## src/design/isr_pkg.sv

```systemverilog
// ----------------------------------------------------------------------------
// isr_pkg
// Shared widths, constants, state and command types for the split/roulette core.
// ----------------------------------------------------------------------------
`default_nettype none

package isr_pkg;

    localparam int WORD_W       = 32;
    localparam int PROD_W       = 2 * WORD_W;
    localparam int COUNT_W      = 16;
    localparam int RAND_FIELD_W = 16;

    localparam int IN_TDATA_W   = 3 * WORD_W + RAND_FIELD_W;
    localparam int OUT_TDATA_W  = COUNT_W + WORD_W;
    localparam int OUT_TUSER_W  = 3;

    // m_tuser bit positions
    localparam int TUSER_ERROR  = 0;
    localparam int TUSER_HIGH   = 1;
    localparam int TUSER_LOW    = 2;

    localparam int DIV_STEPS    = WORD_W;
    localparam int DIV_CNT_W    = $clog2(DIV_STEPS);

    localparam logic [WORD_W-1:0]  LOW_BOUND_RESET = WORD_W'(66);
    localparam logic [COUNT_W-1:0] COUNT_MAX       = '1;
    localparam logic [WORD_W-1:0]  WORD_MAX        = '1;

    typedef enum logic [2:0] {
        ST_IDLE,
        ST_MUL_W,
        ST_MUL_B,
        ST_MUL_R,
        ST_DIV,
        ST_DONE
    } isr_state_t;

    typedef enum logic [1:0] {
        MSEL_WEIGHT,
        MSEL_BOUND,
        MSEL_RAND
    } isr_mul_sel_t;

    typedef struct packed {
        logic         latch_in;
        logic         mul_en;
        isr_mul_sel_t mul_sel;
        logic         div_load;
        logic         div_step;
        logic         out_load;
    } isr_cmd_t;

endpackage

`default_nettype wire

```

## src/design/isr_div.sv

```systemverilog
// ----------------------------------------------------------------------------
// isr_div
// Restoring divider, one quotient bit per step. The high half of the
// dividend must be below the divisor so the quotient fits one word.
// ----------------------------------------------------------------------------
`default_nettype none

module isr_div
    import isr_pkg::*;
(
    input  wire logic              aclk,
    input  wire logic              load,
    input  wire logic              step,
    input  wire logic [WORD_W-1:0] num_hi,
    input  wire logic [WORD_W-1:0] num_lo,
    input  wire logic [WORD_W-1:0] divisor,
    output logic      [WORD_W-1:0] quot,
    output logic      [WORD_W-1:0] rem
);

    logic [WORD_W-1:0] rem_reg, rem_next;
    logic [WORD_W-1:0] shf_reg, shf_next;
    logic [WORD_W-1:0] div_reg;
    logic [WORD_W:0]   trial;
    logic              fits;

    always_comb begin
        trial    = {rem_reg, shf_reg[WORD_W-1]};
        fits     = trial >= {1'b0, div_reg};
        rem_next = fits ? WORD_W'(trial - {1'b0, div_reg}) : trial[WORD_W-1:0];
        shf_next = {shf_reg[WORD_W-2:0], fits};
    end

    always_ff @(posedge aclk) begin
        if (load) begin
            rem_reg <= num_hi;
            shf_reg <= num_lo;
            div_reg <= divisor;
        end else if (step) begin
            rem_reg <= rem_next;
            shf_reg <= shf_next;
        end
    end

    assign quot = shf_reg;
    assign rem  = rem_reg;

endmodule

`default_nettype wire

```

## src/design/isr_ctrl.sv

```systemverilog
// ----------------------------------------------------------------------------
// isr_ctrl
// Sequencer: accept, multiply states (weight, bound, random), divide steps, result handoff.
// ----------------------------------------------------------------------------
`default_nettype none

module isr_ctrl
    import isr_pkg::*;
(
    input  wire logic aclk,
    input  wire logic aresetn,
    input  wire logic s_tvalid,
    output logic      s_tready,
    output logic      m_tvalid,
    input  wire logic m_tready,
    output isr_cmd_t  cmd
);

    isr_state_t           state_reg, state_next;
    logic [DIV_CNT_W-1:0] cnt_reg, cnt_next;
    logic                 ovalid_reg, ovalid_next;

    always_ff @(posedge aclk) begin
        if (!aresetn) begin
            state_reg  <= ST_IDLE;
            cnt_reg    <= '0;
            ovalid_reg <= 1'b0;
        end else begin
            state_reg  <= state_next;
            cnt_reg    <= cnt_next;
            ovalid_reg <= ovalid_next;
        end
    end

    always_comb begin
        state_next   = state_reg;
        cnt_next     = cnt_reg;
        ovalid_next  = ovalid_reg && !m_tready;
        cmd          = '0;
        cmd.mul_sel  = MSEL_WEIGHT;
        s_tready     = 1'b0;

        unique case (state_reg)
            ST_IDLE: begin
                s_tready     = 1'b1;
                cmd.latch_in = s_tvalid;
                if (s_tvalid) begin
                    state_next = ST_MUL_W;
                end
            end
            ST_MUL_W: begin
                cmd.mul_en  = 1'b1;
                cmd.mul_sel = MSEL_WEIGHT;
                state_next  = ST_MUL_B;
            end
            ST_MUL_B: begin
                cmd.mul_en  = 1'b1;
                cmd.mul_sel = MSEL_BOUND;
                state_next  = ST_MUL_R;
            end
            ST_MUL_R: begin
                // weight product is ready here, so the dividers load too
                cmd.mul_en   = 1'b1;
                cmd.mul_sel  = MSEL_RAND;
                cmd.div_load = 1'b1;
                cnt_next     = '0;
                state_next   = ST_DIV;
            end
            ST_DIV: begin
                cmd.div_step = 1'b1;
                cnt_next     = cnt_reg + 1'b1;
                if (cnt_reg == DIV_CNT_W'(DIV_STEPS - 1)) begin
                    state_next = ST_DONE;
                end
            end
            ST_DONE: begin
                if (!ovalid_reg || m_tready) begin
                    cmd.out_load = 1'b1;
                    ovalid_next  = 1'b1;
                    state_next   = ST_IDLE;
                end
            end
            default: begin
                state_next = ST_IDLE;
            end
        endcase
    end

    assign m_tvalid = ovalid_reg;

endmodule

`default_nettype wire

```

## src/design/isr_dp.sv

```systemverilog
// ----------------------------------------------------------------------------
// isr_dp
// Datapath: operand registers, shared multiplier, two dividers, result logic.
// ----------------------------------------------------------------------------
`default_nettype none

module isr_dp
    import isr_pkg::*;
#(
    parameter int FRAC_BITS = 16,
    parameter int RAND_BITS = 16
) (
    input  wire logic                  aclk,
    input  wire logic                  aresetn,
    input  wire isr_cmd_t              cmd,
    input  wire logic [IN_TDATA_W-1:0] in_data,
    input  wire logic                  cfg_wr_en,
    input  wire logic [WORD_W-1:0]     cfg_wr_data,
    output logic      [COUNT_W-1:0]    split_count,
    output logic      [WORD_W-1:0]     weight_out,
    output logic                       error_flag,
    output logic                       warn_high,
    output logic                       warn_low
);

    localparam int RW   = (RAND_BITS < RAND_FIELD_W) ? RAND_BITS : RAND_FIELD_W;
    localparam int RP_W = WORD_W + RW;

    logic [WORD_W-1:0] bound_reg;
    logic              high_seen_reg;

    logic [WORD_W-1:0] pre_reg, post_reg, w_reg;
    logic [RW-1:0]     rnd_reg;

    logic [WORD_W-1:0] mul_a, mul_b;
    logic [PROD_W-1:0] mul_p;
    logic [PROD_W-1:0] wp_reg, bp_reg;
    logic [RP_W-1:0]   rp_reg;

    logic              wsat;
    logic              wsat_reg;
    logic [WORD_W-1:0] wq, cq, crem;

    always_ff @(posedge aclk) begin
        if (!aresetn) begin
            bound_reg <= LOW_BOUND_RESET;
        end else if (cfg_wr_en) begin
            bound_reg <= cfg_wr_data;
        end
    end

    always_ff @(posedge aclk) begin
        if (cmd.latch_in) begin
            pre_reg  <= in_data[WORD_W-1:0];
            post_reg <= in_data[2*WORD_W-1:WORD_W];
            w_reg    <= in_data[3*WORD_W-1:2*WORD_W];
            rnd_reg  <= in_data[3*WORD_W+RW-1:3*WORD_W];
        end
    end

    // one 32x32 multiplier shared by the weight, bound and random products
    always_comb begin
        unique case (cmd.mul_sel)
            MSEL_WEIGHT: begin
                mul_a = w_reg;
                mul_b = pre_reg;
            end
            MSEL_BOUND: begin
                mul_a = bound_reg;
                mul_b = post_reg;
            end
            MSEL_RAND: begin
                mul_a = WORD_W'(rnd_reg);
                mul_b = pre_reg;
            end
            default: begin
                mul_a = '0;
                mul_b = '0;
            end
        endcase
        mul_p = PROD_W'(mul_a) * PROD_W'(mul_b);
    end

    always_ff @(posedge aclk) begin
        if (cmd.mul_en) begin
            case (cmd.mul_sel)
                MSEL_WEIGHT: wp_reg <= mul_p;
                MSEL_BOUND:  bp_reg <= mul_p;
                default:     rp_reg <= mul_p[RP_W-1:0];
            endcase
        end
    end

    // quotient of w*pre/post overflows one word when the high half reaches post
    assign wsat = wp_reg[PROD_W-1:WORD_W] >= post_reg;

    always_ff @(posedge aclk) begin
        if (cmd.div_load) begin
            wsat_reg <= wsat;
        end
    end

    isr_div u_wdiv (
        .aclk    (aclk),
        .load    (cmd.div_load),
        .step    (cmd.div_step),
        .num_hi  (wsat ? '0 : wp_reg[PROD_W-1:WORD_W]),
        .num_lo  (wp_reg[WORD_W-1:0]),
        .divisor (post_reg),
        .quot    (wq),
        .rem     ()
    );

    isr_div u_cdiv (
        .aclk    (aclk),
        .load    (cmd.div_load),
        .step    (cmd.div_step),
        .num_hi  ('0),
        .num_lo  (post_reg),
        .divisor (pre_reg),
        .quot    (cq),
        .rem     (crem)
    );

    logic               post_zero, pre_zero;
    logic               high_cmp, low_cmp;
    logic               whigh, wlow, err;
    logic [PROD_W-1:0]  pre_shift, rem_shift, diff_shift, rp_ext;
    logic               extra, kill;
    logic [WORD_W:0]    n_ext;
    logic [COUNT_W-1:0] n_sat, count_val;
    logic [WORD_W-1:0]  wsat_val, wout_val;

    always_comb begin
        post_zero  = post_reg == '0;
        pre_zero   = pre_reg == '0;
        high_cmp   = {2'b00, pre_reg} > {post_reg, 2'b00};
        pre_shift  = PROD_W'(pre_reg) << FRAC_BITS;
        low_cmp    = pre_shift < bp_reg;
        whigh      = !post_zero && high_cmp && !high_seen_reg;
        wlow       = !post_zero && !whigh && low_cmp;
        err        = !post_zero && (pre_zero || w_reg == '0);

        rp_ext     = PROD_W'(rp_reg);
        rem_shift  = PROD_W'(crem) << RAND_BITS;
        diff_shift = PROD_W'(WORD_W'(pre_reg - post_reg)) << RAND_BITS;
        extra      = (crem != '0) && (rp_ext < rem_shift);
        kill       = rp_ext < diff_shift;
        n_ext      = {1'b0, cq} + (WORD_W + 1)'(extra);
        n_sat      = (n_ext > (WORD_W + 1)'(COUNT_MAX)) ? COUNT_MAX : n_ext[COUNT_W-1:0];
        wsat_val   = wsat_reg ? WORD_MAX : wq;

        if (post_zero || pre_zero) begin
            count_val = '0;
            wout_val  = '0;
        end else if (pre_reg < post_reg) begin
            count_val = n_sat;
            wout_val  = wsat_val;
        end else if (pre_reg > post_reg) begin
            count_val = kill ? '0 : COUNT_W'(1);
            wout_val  = kill ? '0 : wsat_val;
        end else begin
            count_val = COUNT_W'(1);
            wout_val  = wsat_val;
        end
    end

    always_ff @(posedge aclk) begin
        if (!aresetn) begin
            high_seen_reg <= 1'b0;
        end else if (cmd.out_load && whigh) begin
            high_seen_reg <= 1'b1;
        end
    end

    always_ff @(posedge aclk) begin
        if (cmd.out_load) begin
            split_count <= count_val;
            weight_out  <= wout_val;
            error_flag  <= err;
            warn_high   <= whigh;
            warn_low    <= wlow;
        end
    end

endmodule

`default_nettype wire

```

## src/design/importance_split_roulette_core.sv

```systemverilog
// ----------------------------------------------------------------------------
// importance_split_roulette_core
// Importance splitting / Russian roulette decision for one track per beat.
// ----------------------------------------------------------------------------
//  channel   | dir | fields (low bit first)
//  ----------+-----+-----------------------------------------------------------
//  s_axis    | in  | tdata: importance_pre, importance_post, weight_in,
//            |     |        random_fraction
//  m_axis    | out | tdata: split_count, weight_out
//            |     | tuser: error_flag, warn_high, warn_low
//  cfg       | in  | cfg_wr_data: low_ratio_bound
//
//  One beat at a time: the accept, three products on the shared
//  32x32 multiplier, 32 steps of the two restoring dividers run side by side,
//  then the load of the result register.
//  A result waiting on m_tready does not block the next accept; the core
//  holds in its last cycle only if a previous result is still not taken.
//  aresetn (synchronous) clears the sequencer and high-warning flag; bound -> 66.
// ----------------------------------------------------------------------------
`default_nettype none

module importance_split_roulette_core
    import isr_pkg::*;
#(
    parameter int FRAC_BITS = 16,
    parameter int RAND_BITS = 16
) (
    input  wire logic                   aclk,
    input  wire logic                   aresetn,
    input  wire logic                   s_tvalid,
    output logic                        s_tready,
    // importance_pre, importance_post, weight_in, random_fraction
    input  wire logic [IN_TDATA_W-1:0]  s_tdata,
    output logic                        m_tvalid,
    input  wire logic                   m_tready,
    // split_count, weight_out
    output logic      [OUT_TDATA_W-1:0] m_tdata,
    // error_flag, warn_high, warn_low
    output logic      [OUT_TUSER_W-1:0] m_tuser,
    input  wire logic                   cfg_wr_en,
    input  wire logic [WORD_W-1:0]      cfg_wr_data
);

    isr_cmd_t           cmd;
    logic [COUNT_W-1:0] split_count;
    logic [WORD_W-1:0]  weight_out;

    isr_ctrl u_ctrl (
        .aclk     (aclk),
        .aresetn  (aresetn),
        .s_tvalid (s_tvalid),
        .s_tready (s_tready),
        .m_tvalid (m_tvalid),
        .m_tready (m_tready),
        .cmd      (cmd)
    );

    isr_dp #(
        .FRAC_BITS (FRAC_BITS),
        .RAND_BITS (RAND_BITS)
    ) u_dp (
        .aclk        (aclk),
        .aresetn     (aresetn),
        .cmd         (cmd),
        .in_data     (s_tdata),
        .cfg_wr_en   (cfg_wr_en),
        .cfg_wr_data (cfg_wr_data),
        .split_count (split_count),
        .weight_out  (weight_out),
        .error_flag  (m_tuser[TUSER_ERROR]),
        .warn_high   (m_tuser[TUSER_HIGH]),
        .warn_low    (m_tuser[TUSER_LOW])
    );

    assign m_tdata = {weight_out, split_count};

endmodule

`default_nettype wire

```

## config.mk

```make
export PLATFORM = sky130hd
export DESIGN_NAME = importance_split_roulette_core
export DESIGN_NICKNAME = d
export VERILOG_FILES = /design/src/design/isr_pkg.sv /design/src/design/isr_div.sv /design/src/design/isr_ctrl.sv /design/src/design/isr_dp.sv /design/src/design/importance_split_roulette_core.sv
export SDC_FILE = /design/constraint.sdc
export NUM_CORES = 2
export LEC_CHECK = 0
export CORE_UTILIZATION = 40
export DETAILED_ROUTE_END_ITERATION = 6
export DONT_BUFFER_PORTS = 1
export GPL_TIMING_DRIVEN = 0
export MAX_ROUTING_LAYER = met4
export SYNTH_ARGS = -nofsm -noshare
export SYNTH_HDL_FRONTEND = slang
export SYNTH_SLANG_ARGS = --single-unit
```

## constraint.sdc

```tcl
create_clock -name aclk -period 14.3 [get_ports aclk]
set_input_delay 1.43 -clock aclk [delete_from_list [all_inputs] [get_ports aclk]]
set_output_delay 1.43 -clock aclk [all_outputs]
set_load 0.01 [all_outputs]
```

==> impl_metrics.ini <==
[outcome]
status = complete, but fails checks
violations = capacitance limit, slew limit

[logic_synthesis]
synth_edf_count = 484
synth_top_cell_area_share_pct = 29.0
async_flop_share_pct = 0
synth_cell_types = 89
synth.net_count = 7950
synth_area_leaders = fa_1, edfxtp_1, ha_1, inv_1, nand2_1
yosysMostFrequentCell = inv_1
yosysSeqAreaShare_pct = 25.8
yosys-top-cells-count = inv_1, fa_1, nand2_1
synthFlopType = edfxtp_1
postSynthAreaPerCell_um2 = 9.71
ys.warnings.count = 0
yosysTopAreaCell = fa_1
synth_seq_cells = 558
synthCells = 6383
syn_area_um2 = 62000

[timing]
skew_ps = 42.7
fin_ws_ps = 1400
fin_crit_sh_pct = 90.2
tightest_slew_ps = 1530
hold_violations = 0
drv_slew = 9
post-route-min-period_ps = 12900
timing.fmax_mhz = 77.5
slew_headroom_pct = -2.73
finalSetupViolCount = 0
rsz0062_at_grt = no

[routing]
first_pass_iters = 5
drt_iter0_markers = 4619
routedWlPerCell_um = 27.4
via_per_inst = 5.61
vias = 48200
drt-total-wl_mm = 236
antenna_left = 0
drc = 0

[finish]
area_growth_pct = 8.72
finalInstanceArea_um2 = 67400
num-fill-cells = 15000
final_nets = 8050
drive_gt1_share_pct = 3.69

[global_routing]
grt_use_total_pct = 31.0
grt_max_degree = 65
grt_pass1_wl_mm = 339
antenna_found_initial = 15
grt-ovfl-total = 0
grt_pass1_vias = 49300

[worst_setup_path]
arrival_ps = 13250
path_class = reg2reg
worstPathMaxFanout = 10
start_kind = flop
critPathCaptureType = flop
worstRegToRegCells = 27
r2r_start = u_ctrl.state_reg[2]
required_ps = 14660
r2r_slack_ps = 1400
reg2reg_to = u_dp.wp_reg[46]

[hold_path]
hp-class = reg2reg
min_from = u_dp.bound_reg[1]
holdPathEnd = u_dp.bound_reg[1]
hold_depth = 2

[floorplan]
num_rows = 144
ios = 202
die_h_um = 396
fp.dieW_um = 396
coreArea_um2 = 154000
start_util_pct = 40.3
dieArea_um2 = 156000

[clock_network]
clock-root-buffer = clkbuf_16
cts_resized = 0
ctsLongestPathBuffers = 3
cts_made_buffers = 66
cts_hold_buf = 0
clock_sinks = 558
postCtsSetupBuffers = 0
tritoncts = done
clk_pin_slew_ps = 60
clk_latency_ps = 700
h-tree-depth = 3

[place]
portBuffers = 0
place_area_um2 = 65100
gp_routability_congestion = 1.03
pre_cts_ws_ps = 1910
dp_hpwl_mm = 194

[job]
max-cap-violations = 2
[kinds of logic (layout without fill, tap and decap cells)]
family / Yosys count / count (layout) / synth area share [%]
simple gates: 1872 / 1872 / 12.8
fa+ha+maj: 1418 / 1418 / 39.5
buf+inv: 1342 / 1495 / 8.22
compound gates: 886 / 886 / 8.94
flops: 558 / 558 / 25.8
xor+xnor: 157 / 157 / 2.22
mux: 150 / 150 / 2.49
other cells: 0 / 13 / 0
[cells in the final DEF, fill, tap and decap left out, types with 103 or more instances in the layout]
master	n
inv_1	1063
fa_1	899
nand2_1	802
nor2_1	708
ha_1	519
edfxtp_1	484
a21oi_1	289
clkbuf_1	256
o21ai_0	173
a21o_1	112
mux2i_1	103
[metal layers]
metal	vias to the layer above	wire [um]	global-route usage, %
met5	-	0	-
li1	20900	-	-
met3	607	22900	7.41
met4	0	14200	15.9
met1	24300	95400	39.3
met2	2433	103000	46.2
[final cells by class]
cell class                 count  area (um2)  area share, %
multi-input combinational   4483       40900           60.8
sequential                   558       16000           23.8
inverter                    1065        4000           5.93
tap                         2044        2560           3.80
clock buffer                  86        1790           2.66
buffer                       277        1110           1.64
timing repair buffer          32         489          0.726
clock inverter                35         432          0.641
antenna                       13        32.5         0.0483
[worst max path at each step]
| stage | startpoint | end | slack [ps] | cells past startpoint |
|---|---|---|---|---|
| detailed placement | u_ctrl.state_reg[1] | u_dp.bp_reg[46] | 1910 | 27 |
| floorplan | u_ctrl.state_reg[2] | u_dp.bp_reg[63] | 3930 | 29 |
| CTS | u_ctrl.state_reg[1] | u_dp.rp_reg[46] | 1860 | 27 |
| global route | u_ctrl.state_reg[1] | u_dp.rp_reg[46] | 1330 | 27 |
| global placement | u_ctrl.state_reg[2] | u_dp.bp_reg[46] | -330 | 26 |
| finish | u_ctrl.state_reg[2] | u_dp.wp_reg[46] | 1400 | 27 |
[per-stage QoR]
stage	setup TNS, ps	util (%)	cells	hold slack, ps
2_1_floorplan	0	-	6383	441
3_3_place_gp	-1040	41.9	8427	460
3_5_place_dp	0	42.3	8457	470
4_1_cts	0	43.7	8578	484
5_1_grt	0	43.8	8592	498
6_report	0	43.8	8593	486
[critical path: stages, from the launching register on]
cell,delay [ps]
dfxtp_1,360
nand2b_1,160
clkbuf_1,360
nor2_1,310
buf_2,360
buf_1,600
mux2i_1,1250
clkbuf_1,820
nor2_1,110
fa_1,520
inv_1,50
fa_1,540
fa_1,570
fa_1,570
inv_1,50
fa_1,630
fa_1,470
fa_1,520
fa_1,480
ha_1,320
clkbuf_1,360
nand4_1,210
or2_2,330
o221ai_1,190
a21oi_2,130
o41ai_2,930
a21boi_0,390
xnor2_1,890
Power is not shown: default switching activity piles up to over one toggle a cycle in this logic, so the estimate is an artifact.
